--- src/ppc_pkg.sv ---
// Shared types and constants for the positional PID controller.
// No dependencies; every module of the block imports this package.
`timescale 1ns / 1ps

package ppc_pkg;

   localparam int GAIN_W            = 16;
   localparam int LIMIT_W           = 15;
   localparam int SAMPLE_W          = 16;
   localparam int ERR_W             = SAMPLE_W + 1;
   localparam int DIFF_W            = ERR_W + 1;
   localparam int ACTION_W          = 2;
   localparam int CSR_IDX_W         = 3;
   localparam int CSR_DATA_W        = 16;
   localparam int DEFAULT_FRAC_BITS = 8;

   localparam logic [GAIN_W-1:0]  KP_RESET        = 16'd256;
   localparam logic [GAIN_W-1:0]  KI_RESET        = 16'd0;
   localparam logic [GAIN_W-1:0]  KD_RESET        = 16'd0;
   localparam logic [LIMIT_W-1:0] INT_LIMIT_RESET = 15'd32767;
   localparam logic [LIMIT_W-1:0] OUT_LIMIT_RESET = 15'd32767;

   typedef enum logic [ACTION_W-1:0] {
      ACT_COMPUTE   = 2'd0,
      ACT_CLEAR_ALL = 2'd1,
      ACT_CLEAR_INT = 2'd2
   } action_type;

   typedef enum logic [CSR_IDX_W-1:0] {
      CSR_KP_GAIN   = 3'd0,
      CSR_KI_GAIN   = 3'd1,
      CSR_KD_GAIN   = 3'd2,
      CSR_INT_LIMIT = 3'd3,
      CSR_OUT_LIMIT = 3'd4
   } csr_index_type;

   typedef struct packed {
      logic [GAIN_W-1:0]  kp_gain;
      logic [GAIN_W-1:0]  ki_gain;
      logic [GAIN_W-1:0]  kd_gain;
      logic [LIMIT_W-1:0] integral_limit;
      logic [LIMIT_W-1:0] output_limit;
   } cfg_type;

   // Result of the error stage, handed to the gain stage.
   typedef struct packed {
      logic                     compute;
      logic signed [ERR_W-1:0]  err;
      logic [LIMIT_W-1:0]       sum;
      logic signed [DIFF_W-1:0] diff;
   } err_stage_type;

endpackage

--- src/ppc_csr.sv ---
// Configuration registers of the PID controller: gains and limits.
// Depends on ppc_pkg.
`timescale 1ns / 1ps

module ppc_csr (
   input  logic                             clock,
   input  logic                             reset,
   input  logic                             csr_valid,
   output logic                             csr_ready,
   input  logic [ppc_pkg::CSR_IDX_W-1:0]    csr_index,
   input  logic [ppc_pkg::CSR_DATA_W-1:0]   csr_wdata,
   output ppc_pkg::cfg_type                 cfg
);
   import ppc_pkg::*;

   cfg_type cfg_ff;
   cfg_type cfg_in;

   assign csr_ready = 1'b1;
   assign cfg       = cfg_ff;

   always_comb begin
      cfg_in = cfg_ff;
      if (csr_valid) begin
         case (csr_index)
            CSR_KP_GAIN:   cfg_in.kp_gain        = csr_wdata;
            CSR_KI_GAIN:   cfg_in.ki_gain        = csr_wdata;
            CSR_KD_GAIN:   cfg_in.kd_gain        = csr_wdata;
            CSR_INT_LIMIT: cfg_in.integral_limit = csr_wdata[LIMIT_W-1:0];
            CSR_OUT_LIMIT: cfg_in.output_limit   = csr_wdata[LIMIT_W-1:0];
            default:       cfg_in = cfg_ff;
         endcase
      end
   end

   always_ff @(posedge clock) begin
      if (reset) begin
         cfg_ff.kp_gain        <= KP_RESET;
         cfg_ff.ki_gain        <= KI_RESET;
         cfg_ff.kd_gain        <= KD_RESET;
         cfg_ff.integral_limit <= INT_LIMIT_RESET;
         cfg_ff.output_limit   <= OUT_LIMIT_RESET;
      end else begin
         cfg_ff <= cfg_in;
      end
   end

endmodule

--- src/ppc_front.sv ---
// Input register and error stage: error, clamped error sum, derivative difference.
// Holds the controller state (error sum, previous error). Depends on ppc_pkg.
`timescale 1ns / 1ps

module ppc_front (
   input  logic                                clock,
   input  logic                                reset,
   input  logic                                req_valid,
   output logic                                req_stall,
   input  logic [ppc_pkg::ACTION_W-1:0]        req_action,
   input  logic signed [ppc_pkg::SAMPLE_W-1:0] req_target,
   input  logic signed [ppc_pkg::SAMPLE_W-1:0] req_measured,
   input  ppc_pkg::cfg_type                    cfg,
   output logic                                out_valid,
   input  logic                                out_ready,
   output ppc_pkg::err_stage_type              out_data
);
   import ppc_pkg::*;

   logic                       in_valid_ff;
   logic [ACTION_W-1:0]        in_action_ff;
   logic signed [SAMPLE_W-1:0] in_target_ff;
   logic signed [SAMPLE_W-1:0] in_measured_ff;

   logic                       st_valid_ff;
   err_stage_type              st_data_ff;
   err_stage_type              st_data_in;

   logic [LIMIT_W-1:0]         error_sum_ff;
   logic [LIMIT_W-1:0]         error_sum_in;
   logic signed [ERR_W-1:0]    prev_err_ff;
   logic signed [ERR_W-1:0]    prev_err_in;

   logic                       st_ready;
   logic                       advance;
   logic                       accept;
   logic signed [ERR_W-1:0]    err;
   logic signed [DIFF_W-1:0]   sum_raw;
   logic signed [DIFF_W-1:0]   limit_ext;
   logic [LIMIT_W-1:0]         sum_clamped;
   logic signed [DIFF_W-1:0]   diff;

   assign st_ready  = !st_valid_ff || out_ready;
   assign advance   = in_valid_ff && st_ready;
   assign req_stall = in_valid_ff && !st_ready;
   assign accept    = req_valid && !req_stall;

   assign out_valid = st_valid_ff;
   assign out_data  = st_data_ff;

   always_comb begin
      err       = {in_target_ff[SAMPLE_W-1], in_target_ff}
                - {in_measured_ff[SAMPLE_W-1], in_measured_ff};
      sum_raw   = $signed({{(DIFF_W-LIMIT_W){1'b0}}, error_sum_ff}) + {err[ERR_W-1], err};
      limit_ext = $signed({{(DIFF_W-LIMIT_W){1'b0}}, cfg.integral_limit});
      // The upper clamp wins first, so a zero limit pins the sum at zero.
      if (sum_raw >= limit_ext) begin
         sum_clamped = cfg.integral_limit;
      end else if (sum_raw <= $signed({DIFF_W{1'b0}})) begin
         sum_clamped = '0;
      end else begin
         sum_clamped = sum_raw[LIMIT_W-1:0];
      end
      diff = {err[ERR_W-1], err} - {prev_err_ff[ERR_W-1], prev_err_ff};

      error_sum_in       = error_sum_ff;
      prev_err_in        = prev_err_ff;
      st_data_in.compute = 1'b0;
      st_data_in.err     = err;
      st_data_in.sum     = sum_clamped;
      st_data_in.diff    = diff;
      case (in_action_ff)
         ACT_COMPUTE: begin
            error_sum_in       = sum_clamped;
            prev_err_in        = err;
            st_data_in.compute = 1'b1;
         end
         ACT_CLEAR_ALL: begin
            error_sum_in = '0;
            prev_err_in  = '0;
         end
         ACT_CLEAR_INT: begin
            error_sum_in = '0;
         end
         default: begin
            error_sum_in = error_sum_ff;
         end
      endcase
   end

   always_ff @(posedge clock) begin
      if (reset) begin
         in_valid_ff  <= 1'b0;
         st_valid_ff  <= 1'b0;
         error_sum_ff <= '0;
         prev_err_ff  <= '0;
      end else begin
         if (accept) begin
            in_valid_ff <= 1'b1;
         end else if (advance) begin
            in_valid_ff <= 1'b0;
         end
         if (st_ready) begin
            st_valid_ff <= in_valid_ff;
         end
         if (advance) begin
            error_sum_ff <= error_sum_in;
            prev_err_ff  <= prev_err_in;
         end
      end
   end

   always_ff @(posedge clock) begin
      if (accept) begin
         in_action_ff   <= req_action;
         in_target_ff   <= req_target;
         in_measured_ff <= req_measured;
      end
      if (advance) begin
         st_data_ff <= st_data_in;
      end
   end

endmodule

--- src/ppc_gain.sv ---
// Gain stage: the three gain products, each shifted down by the fraction bits.
// The integral term is limited here. Depends on ppc_pkg.
`timescale 1ns / 1ps

module ppc_gain #(
   parameter int FRAC_BITS = ppc_pkg::DEFAULT_FRAC_BITS,
   parameter int P_W       = ppc_pkg::GAIN_W + ppc_pkg::ERR_W + 1 - FRAC_BITS,
   parameter int D_W       = ppc_pkg::GAIN_W + ppc_pkg::DIFF_W + 1 - FRAC_BITS
) (
   input  logic                           clock,
   input  logic                           reset,
   input  ppc_pkg::cfg_type               cfg,
   input  logic                           in_valid,
   output logic                           in_ready,
   input  ppc_pkg::err_stage_type         in_data,
   output logic                           out_valid,
   input  logic                           out_ready,
   output logic                           out_compute,
   output logic signed [P_W-1:0]          out_p,
   output logic [ppc_pkg::LIMIT_W-1:0]    out_i,
   output logic signed [D_W-1:0]          out_d
);
   import ppc_pkg::*;

   localparam int PF_W = GAIN_W + ERR_W + 1;
   localparam int IF_W = GAIN_W + LIMIT_W;
   localparam int DF_W = GAIN_W + DIFF_W + 1;

   logic                     valid_ff;
   logic                     compute_ff;
   logic signed [P_W-1:0]    p_ff;
   logic [LIMIT_W-1:0]       i_ff;
   logic signed [D_W-1:0]    d_ff;

   logic signed [PF_W-1:0]   p_full;
   logic signed [PF_W-1:0]   p_shift;
   logic [IF_W-1:0]          i_full;
   logic [IF_W-1:0]          i_shift;
   logic [LIMIT_W-1:0]       i_in;
   logic signed [DF_W-1:0]   d_full;
   logic signed [DF_W-1:0]   d_shift;
   logic                     load;

   assign in_ready = !valid_ff || out_ready;
   assign load     = in_valid && in_ready;

   assign out_valid   = valid_ff;
   assign out_compute = compute_ff;
   assign out_p       = p_ff;
   assign out_i       = i_ff;
   assign out_d       = d_ff;

   always_comb begin
      p_full  = $signed({1'b0, cfg.kp_gain}) * in_data.err;
      p_shift = p_full >>> FRAC_BITS;
      i_full  = cfg.ki_gain * in_data.sum;
      i_shift = i_full >> FRAC_BITS;
      if (i_shift > {{(IF_W-LIMIT_W){1'b0}}, cfg.integral_limit}) begin
         i_in = cfg.integral_limit;
      end else begin
         i_in = i_shift[LIMIT_W-1:0];
      end
      d_full  = $signed({1'b0, cfg.kd_gain}) * in_data.diff;
      d_shift = d_full >>> FRAC_BITS;
   end

   always_ff @(posedge clock) begin
      if (reset) begin
         valid_ff <= 1'b0;
      end else if (in_ready) begin
         valid_ff <= in_valid;
      end
   end

   always_ff @(posedge clock) begin
      if (load) begin
         compute_ff <= in_data.compute;
         p_ff       <= p_shift[P_W-1:0];
         i_ff       <= i_in;
         d_ff       <= d_shift[D_W-1:0];
      end
   end

endmodule

--- src/ppc_out.sv ---
// Output stage: adds the three terms, clamps to 0..output_limit and holds the
// response register. Depends on ppc_pkg.
`timescale 1ns / 1ps

module ppc_out #(
   parameter int P_W = ppc_pkg::GAIN_W + ppc_pkg::ERR_W + 1 - ppc_pkg::DEFAULT_FRAC_BITS,
   parameter int D_W = ppc_pkg::GAIN_W + ppc_pkg::DIFF_W + 1 - ppc_pkg::DEFAULT_FRAC_BITS
) (
   input  logic                           clock,
   input  logic                           reset,
   input  ppc_pkg::cfg_type               cfg,
   input  logic                           in_valid,
   output logic                           in_ready,
   input  logic                           in_compute,
   input  logic signed [P_W-1:0]          in_p,
   input  logic [ppc_pkg::LIMIT_W-1:0]    in_i,
   input  logic signed [D_W-1:0]          in_d,
   output logic                           rsp_valid,
   input  logic                           rsp_stall,
   output logic [ppc_pkg::LIMIT_W-1:0]    rsp_drive
);
   import ppc_pkg::*;

   localparam int TOT_W = D_W + 2;

   logic                      rsp_valid_ff;
   logic [LIMIT_W-1:0]        drive_ff;
   logic [LIMIT_W-1:0]        drive_in;

   logic signed [TOT_W-1:0]   p_ext;
   logic signed [TOT_W-1:0]   i_ext;
   logic signed [TOT_W-1:0]   d_ext;
   logic signed [TOT_W-1:0]   limit_ext;
   logic signed [TOT_W-1:0]   total;
   logic                      load;

   assign in_ready  = !rsp_valid_ff || !rsp_stall;
   assign load      = in_valid && in_ready;
   assign rsp_valid = rsp_valid_ff;
   assign rsp_drive = drive_ff;

   always_comb begin
      p_ext     = TOT_W'(in_p);
      i_ext     = TOT_W'($signed({1'b0, in_i}));
      d_ext     = TOT_W'(in_d);
      limit_ext = TOT_W'($signed({1'b0, cfg.output_limit}));
      total     = p_ext + i_ext + d_ext;
      // Clear requests and the unused action code give a zero drive.
      if (!in_compute) begin
         drive_in = '0;
      end else if (total > limit_ext) begin
         drive_in = cfg.output_limit;
      end else if (total <= $signed({TOT_W{1'b0}})) begin
         drive_in = '0;
      end else begin
         drive_in = total[LIMIT_W-1:0];
      end
   end

   always_ff @(posedge clock) begin
      if (reset) begin
         rsp_valid_ff <= 1'b0;
      end else if (in_ready) begin
         rsp_valid_ff <= in_valid;
      end
   end

   always_ff @(posedge clock) begin
      if (load) begin
         drive_ff <= drive_in;
      end
   end

endmodule

--- src/positional_pid_clamped.sv ---
// Top level of the positional PID controller with clamped integral and output.
// Depends on ppc_pkg, ppc_csr, ppc_front, ppc_gain and ppc_out.
//
//   Channel   Ports                                      Direction
//   req       req_valid req_stall req_action/target/...  request in
//   rsp       rsp_valid rsp_stall rsp_drive              response out
//   csr       csr_valid csr_ready csr_index csr_wdata    register write in
//
// One request is taken every cycle while req_stall is low; its response passes the input
// register, error stage, gain stage and response register before it shows on rsp_valid.
// The error sum and previous error close their loop in the error stage.
// Reset is synchronous and clears the state, the valids and the registers to defaults.
// A stalled response holds each stage in turn, and req_stall rises once all are full.
`timescale 1ns / 1ps

module positional_pid_clamped #(
   parameter int GAIN_FRAC_BITS = ppc_pkg::DEFAULT_FRAC_BITS
) (
   input  logic                                clock,
   input  logic                                reset,
   input  logic                                req_valid,
   output logic                                req_stall,
   input  logic [ppc_pkg::ACTION_W-1:0]        req_action,
   input  logic signed [ppc_pkg::SAMPLE_W-1:0] req_target,
   input  logic signed [ppc_pkg::SAMPLE_W-1:0] req_measured,
   output logic                                rsp_valid,
   input  logic                                rsp_stall,
   output logic [ppc_pkg::LIMIT_W-1:0]         rsp_drive,
   input  logic                                csr_valid,
   output logic                                csr_ready,
   input  logic [ppc_pkg::CSR_IDX_W-1:0]       csr_index,
   input  logic [ppc_pkg::CSR_DATA_W-1:0]      csr_wdata
);
   import ppc_pkg::*;

   localparam int P_W = GAIN_W + ERR_W + 1 - GAIN_FRAC_BITS;
   localparam int D_W = GAIN_W + DIFF_W + 1 - GAIN_FRAC_BITS;

   cfg_type               cfg;
   logic                  err_valid;
   logic                  err_ready;
   err_stage_type         err_data;
   logic                  gain_valid;
   logic                  gain_ready;
   logic                  gain_compute;
   logic signed [P_W-1:0] gain_p;
   logic [LIMIT_W-1:0]    gain_i;
   logic signed [D_W-1:0] gain_d;

   ppc_csr u_csr (
      .clock     (clock),
      .reset     (reset),
      .csr_valid (csr_valid),
      .csr_ready (csr_ready),
      .csr_index (csr_index),
      .csr_wdata (csr_wdata),
      .cfg       (cfg)
   );

   ppc_front u_front (
      .clock        (clock),
      .reset        (reset),
      .req_valid    (req_valid),
      .req_stall    (req_stall),
      .req_action   (req_action),
      .req_target   (req_target),
      .req_measured (req_measured),
      .cfg          (cfg),
      .out_valid    (err_valid),
      .out_ready    (err_ready),
      .out_data     (err_data)
   );

   ppc_gain #(
      .FRAC_BITS (GAIN_FRAC_BITS),
      .P_W       (P_W),
      .D_W       (D_W)
   ) u_gain (
      .clock       (clock),
      .reset       (reset),
      .cfg         (cfg),
      .in_valid    (err_valid),
      .in_ready    (err_ready),
      .in_data     (err_data),
      .out_valid   (gain_valid),
      .out_ready   (gain_ready),
      .out_compute (gain_compute),
      .out_p       (gain_p),
      .out_i       (gain_i),
      .out_d       (gain_d)
   );

   ppc_out #(
      .P_W (P_W),
      .D_W (D_W)
   ) u_out (
      .clock      (clock),
      .reset      (reset),
      .cfg        (cfg),
      .in_valid   (gain_valid),
      .in_ready   (gain_ready),
      .in_compute (gain_compute),
      .in_p       (gain_p),
      .in_i       (gain_i),
      .in_d       (gain_d),
      .rsp_valid  (rsp_valid),
      .rsp_stall  (rsp_stall),
      .rsp_drive  (rsp_drive)
   );

endmodule
--- config.mk ---
export PLATFORM = sky130hd
export DESIGN_NAME = positional_pid_clamped
export DESIGN_NICKNAME = d
export VERILOG_FILES = /design/src/ppc_pkg.sv /design/src/ppc_csr.sv /design/src/ppc_front.sv /design/src/ppc_gain.sv /design/src/ppc_out.sv /design/src/positional_pid_clamped.sv
export SDC_FILE = /design/constraint.sdc
export NUM_CORES = 2
export LEC_CHECK = 0
export ABC_AREA = 1
export BUFFER_PORTS_ARGS = -buffer_cell sky130_fd_sc_hd__buf_4
export CAP_MARGIN = 5
export CORE_MARGIN = 2
export CORE_UTILIZATION = 44
export CTS_BUF_LIST = sky130_fd_sc_hd__clkbuf_2 sky130_fd_sc_hd__clkbuf_4 sky130_fd_sc_hd__clkbuf_8
export DETAILED_ROUTE_END_ITERATION = 7
export GPL_TIMING_DRIVEN = 0
export PLACE_DENSITY_LB_ADDON = 0.25
export SYNTH_ARGS = -nofsm -noshare
export SYNTH_HDL_FRONTEND = slang
export SYNTH_SLANG_ARGS = --single-unit
--- constraint.sdc ---
create_clock -name clock -period 10.1 [get_ports clock]
set_clock_uncertainty 0.05 [all_clocks]
set_input_delay 2.525 -clock clock [delete_from_list [all_inputs] [get_ports clock]]
set_output_delay 2.525 -clock clock [all_outputs]
set_load 0.1 [all_outputs]
==> results.yml <==
logic_synthesis:
  netlist_area_um2: 44600
  yosys_warnings: 0
  synth_seq_cells: 283
  syn_nets: 6729
  yosysSeqAreaShare_pct: 16.5
  synthTopCellsByArea: "fa_1 31%, ha_1 12%, inv_1 12%, edfxtp_1 11%, nand2_1 11%"
  synth-simple-area-share_pct: 17.1
  yosys.area.top_type: "fa_1"
  synthXorXnorAreaFrac_pct: 2.67
  ys_types: 60
  synth_fa_ha_area_share_pct: 43.6
  ys_async_sr_fraction_pct: 0
  syn_inst: 5537
  ys.flop_type: "edfxtp_1"
  muxShareOfSynthArea_pct: 0
  avgSynthCellArea_um2: 8.05
  yosys.area.top_type_share_pct: 31.3
  synth_top_family_by_area: "adder cells"
  synth_edf_count: 169
  synth_compound_area_share_pct: 6.15
cells_and_area:
  multiInputGateArea_um2: 31000
  fillCellCount: 9827
  nets: 6859
  seqCellArea_um2: 7360
  final_common_cell: "inv_1"
  drive_gt1_share_pct: 4.43
  area_delta_synth_final_pct: 7.84
  layout_common_cells: "1409 x inv_1, 1284 x nand2_1, 697 x fa_1"
clocking:
  cts_tree: "built"
  numClockSinks: 283
  htreeDepth: 2
  cts_buffers: 50
  cts_max_path_buffers: 3
  clkTransAtPathRegs_ns: 0.06
  post_cts_resized: 0
  insertion_delay_ns: 0.69
  cts_setup_buffers: 0
  ctsHoldBuffers: 0
  clock-root-buffer: "clkbuf_8"
sta:
  finalHoldViolations: 0
  fmax_mhz: 117
  whs_ns: 0.415
  finalCriticalPeriod_ns: 8.53
  tightest_slew_ns: 1.44
  setup_tns_ns: 0
  maxSlewHeadroom_pct: 3.64
  setup_viol: 0
  setup_ws_ns: 1.57
  drv_slew: 0
  period_share_pct: 84.4
  rsz0062_at_grt: "false"
routing:
  route.vias.total: 35400
  drc: 0
  avgRoutedWirePerCell_um: 17.6
  drt-total-wl_um: 124000
  first_iter_violations: 2717
  detail_route.first_pass.iterations: 6
  viasPerCell: 5.01
  ant_nets: 0
floorplan:
  die_height_um: 322
  start_util_pct: 44.5
  dieWidth_um: 322
  die_area_um2: 104000
  rows: 116
  coreArea_um2: 100000
  pin_count: 76
global_routing:
  grt_pass1_vias: 35900
  antenna_found_initial: 8
  grt_usage_pct: 24.6
  grt_max_degree: 47
  grt_overflow: 0
  grt_first_pass_wirelength_um: 198000
setup_path:
  r2r_start: "u_front.out_data[32]$_DFFE_PP_"
  worstPathMaxFanout: 10
  path_common_cell: "fa_1"
  critPathArrivalTime_ns: 8.88
  start_kind: "flop"
  max_stage_delay_ns: 0.58
  endpoint_kind: "flop"
  rrSetupSlack_ns: 1.57
  startpoint: "u_front.out_data[32]$_DFFE_PP_"
  crit_type: "reg -> reg"
  cpMaxStageDelayCell: "fa_1"
  required_ns: 10.45
power_and_ir_drop:
  power.total_uw: 6060
  power.density_nw_per_um2: 126
  vdd.ir_drop.worst_mv: 0.110
  power.leakage_uw: 0.0260
min_path:
  hp-class: "reg -> reg"
  hp-start: "u_front.prev_err_ff[3]$_SDFFE_PP0P_"
place:
  dp_hpwl_um: 104000
  gp_congestion: 0.945
  port_buffers: 73
  pre_cts_ws_ns: 1.78
run:
  max-cap-violations: 0
status:
  run_status: "completed"
[area by class of cell]
class,count,share of cell area [%]
antenna,2,0.0104
buffer,220,1.86
clock buffer,71,1.80
clock inverter,21,0.567
inverter,1423,11.1
multi-input combinational,3611,64.5
sequential,283,15.3
tap,1357,3.53
timing repair buffer,78,1.33
[cells in the mapped netlist, types with 49 or more instances]
cell type / n
edfxtp_1: 169
dfxtp_1: 114
o21ai_0: 138
nand2_1: 1284
xor2_1: 87
xnor2_1: 49
inv_1: 1410
ha_1: 437
a21oi_1: 235
fa_1: 697
nand4_1: 57
nand3_1: 133
nor2_1: 264
clkbuf_1: 195
[layer usage]
metal,up-vias,global-route usage [%],share of wire (%)
met1,17300,34.9,45
met5,-,0,0.019
li1,16800,-,-
met4,4,6.59,2.8
met2,1138,39.0,45
met3,178,4.24,7.8
[kinds of logic after synthesis]
group	after synthesis
DFF	283
other	1
and+or+nand+nor	1848
buffers and inverters	1643
AOI/OAI and AO/OA	492
adders and majority gates	1134
xor gates and xnor gates	136
[worst max-delay path: cells and delay by family (launching register included)]
| family | cells | cell delay, ns |
|---|---|---|
| adder cells (fa/ha/maj) | 8 | 3.90 |
| AND/OR/NAND/NOR | 11 | 1.54 |
| buffers and inverters | 7 | 1.39 |
| AO/OA/AOI/OAI | 5 | 0.69 |
| flip-flops | 1 | 0.33 |
| XOR/XNOR | 1 | 0.31 |
[where the power goes]
part	total, uW	internal [uW]	switching (uW)
combinational	3370	1140	2230
clock	1250	710	538
sequential	1450	1400	49.4
total	6060	3250	2810
[flip-flops by register name, summed over array words and instances, names as in the netlist]
signal                  cells
u_front.in_measured_ff     16
u_gain.out_p               26
u_gain.out_i               15
u_front.in_action_ff        2
u_gain.out_d               27
u_out.rsp_valid             1
u_out.rsp_drive            15
u_front.in_target_ff       16
u_front.out_data           51
u_front.prev_err_ff        17
u_front.error_sum_ff       15
u_csr.cfg                  78
u_gain.out_valid            1
u_front.out_valid           1
u_front.in_valid_ff         1
u_gain.out_compute          1
[through the flow]
stage	util (%)	std cells	area [um2]
2_1_floorplan	-	5537	44600
3_3_place_gp	46.7	6967	46800
3_5_place_dp	46.8	6970	46900
4_1_cts	47.9	7062	48100
5_1_grt	47.9	7065	48100
6_report	47.9	7066	48100
[worst paths after layout]
check	to	cells past startpoint
worst max-delay path	u_gain.out_i[11]$_DFFE_PP_	32
worst min-delay path	u_front.prev_err_ff[3]$_SDFFE_PP0P_	2
worst max register to register	u_gain.out_i[11]$_DFFE_PP_	32
worst min register to register	u_front.prev_err_ff[3]$_SDFFE_PP0P_	2
Note: power is estimated with default switching activity, not from simulation.
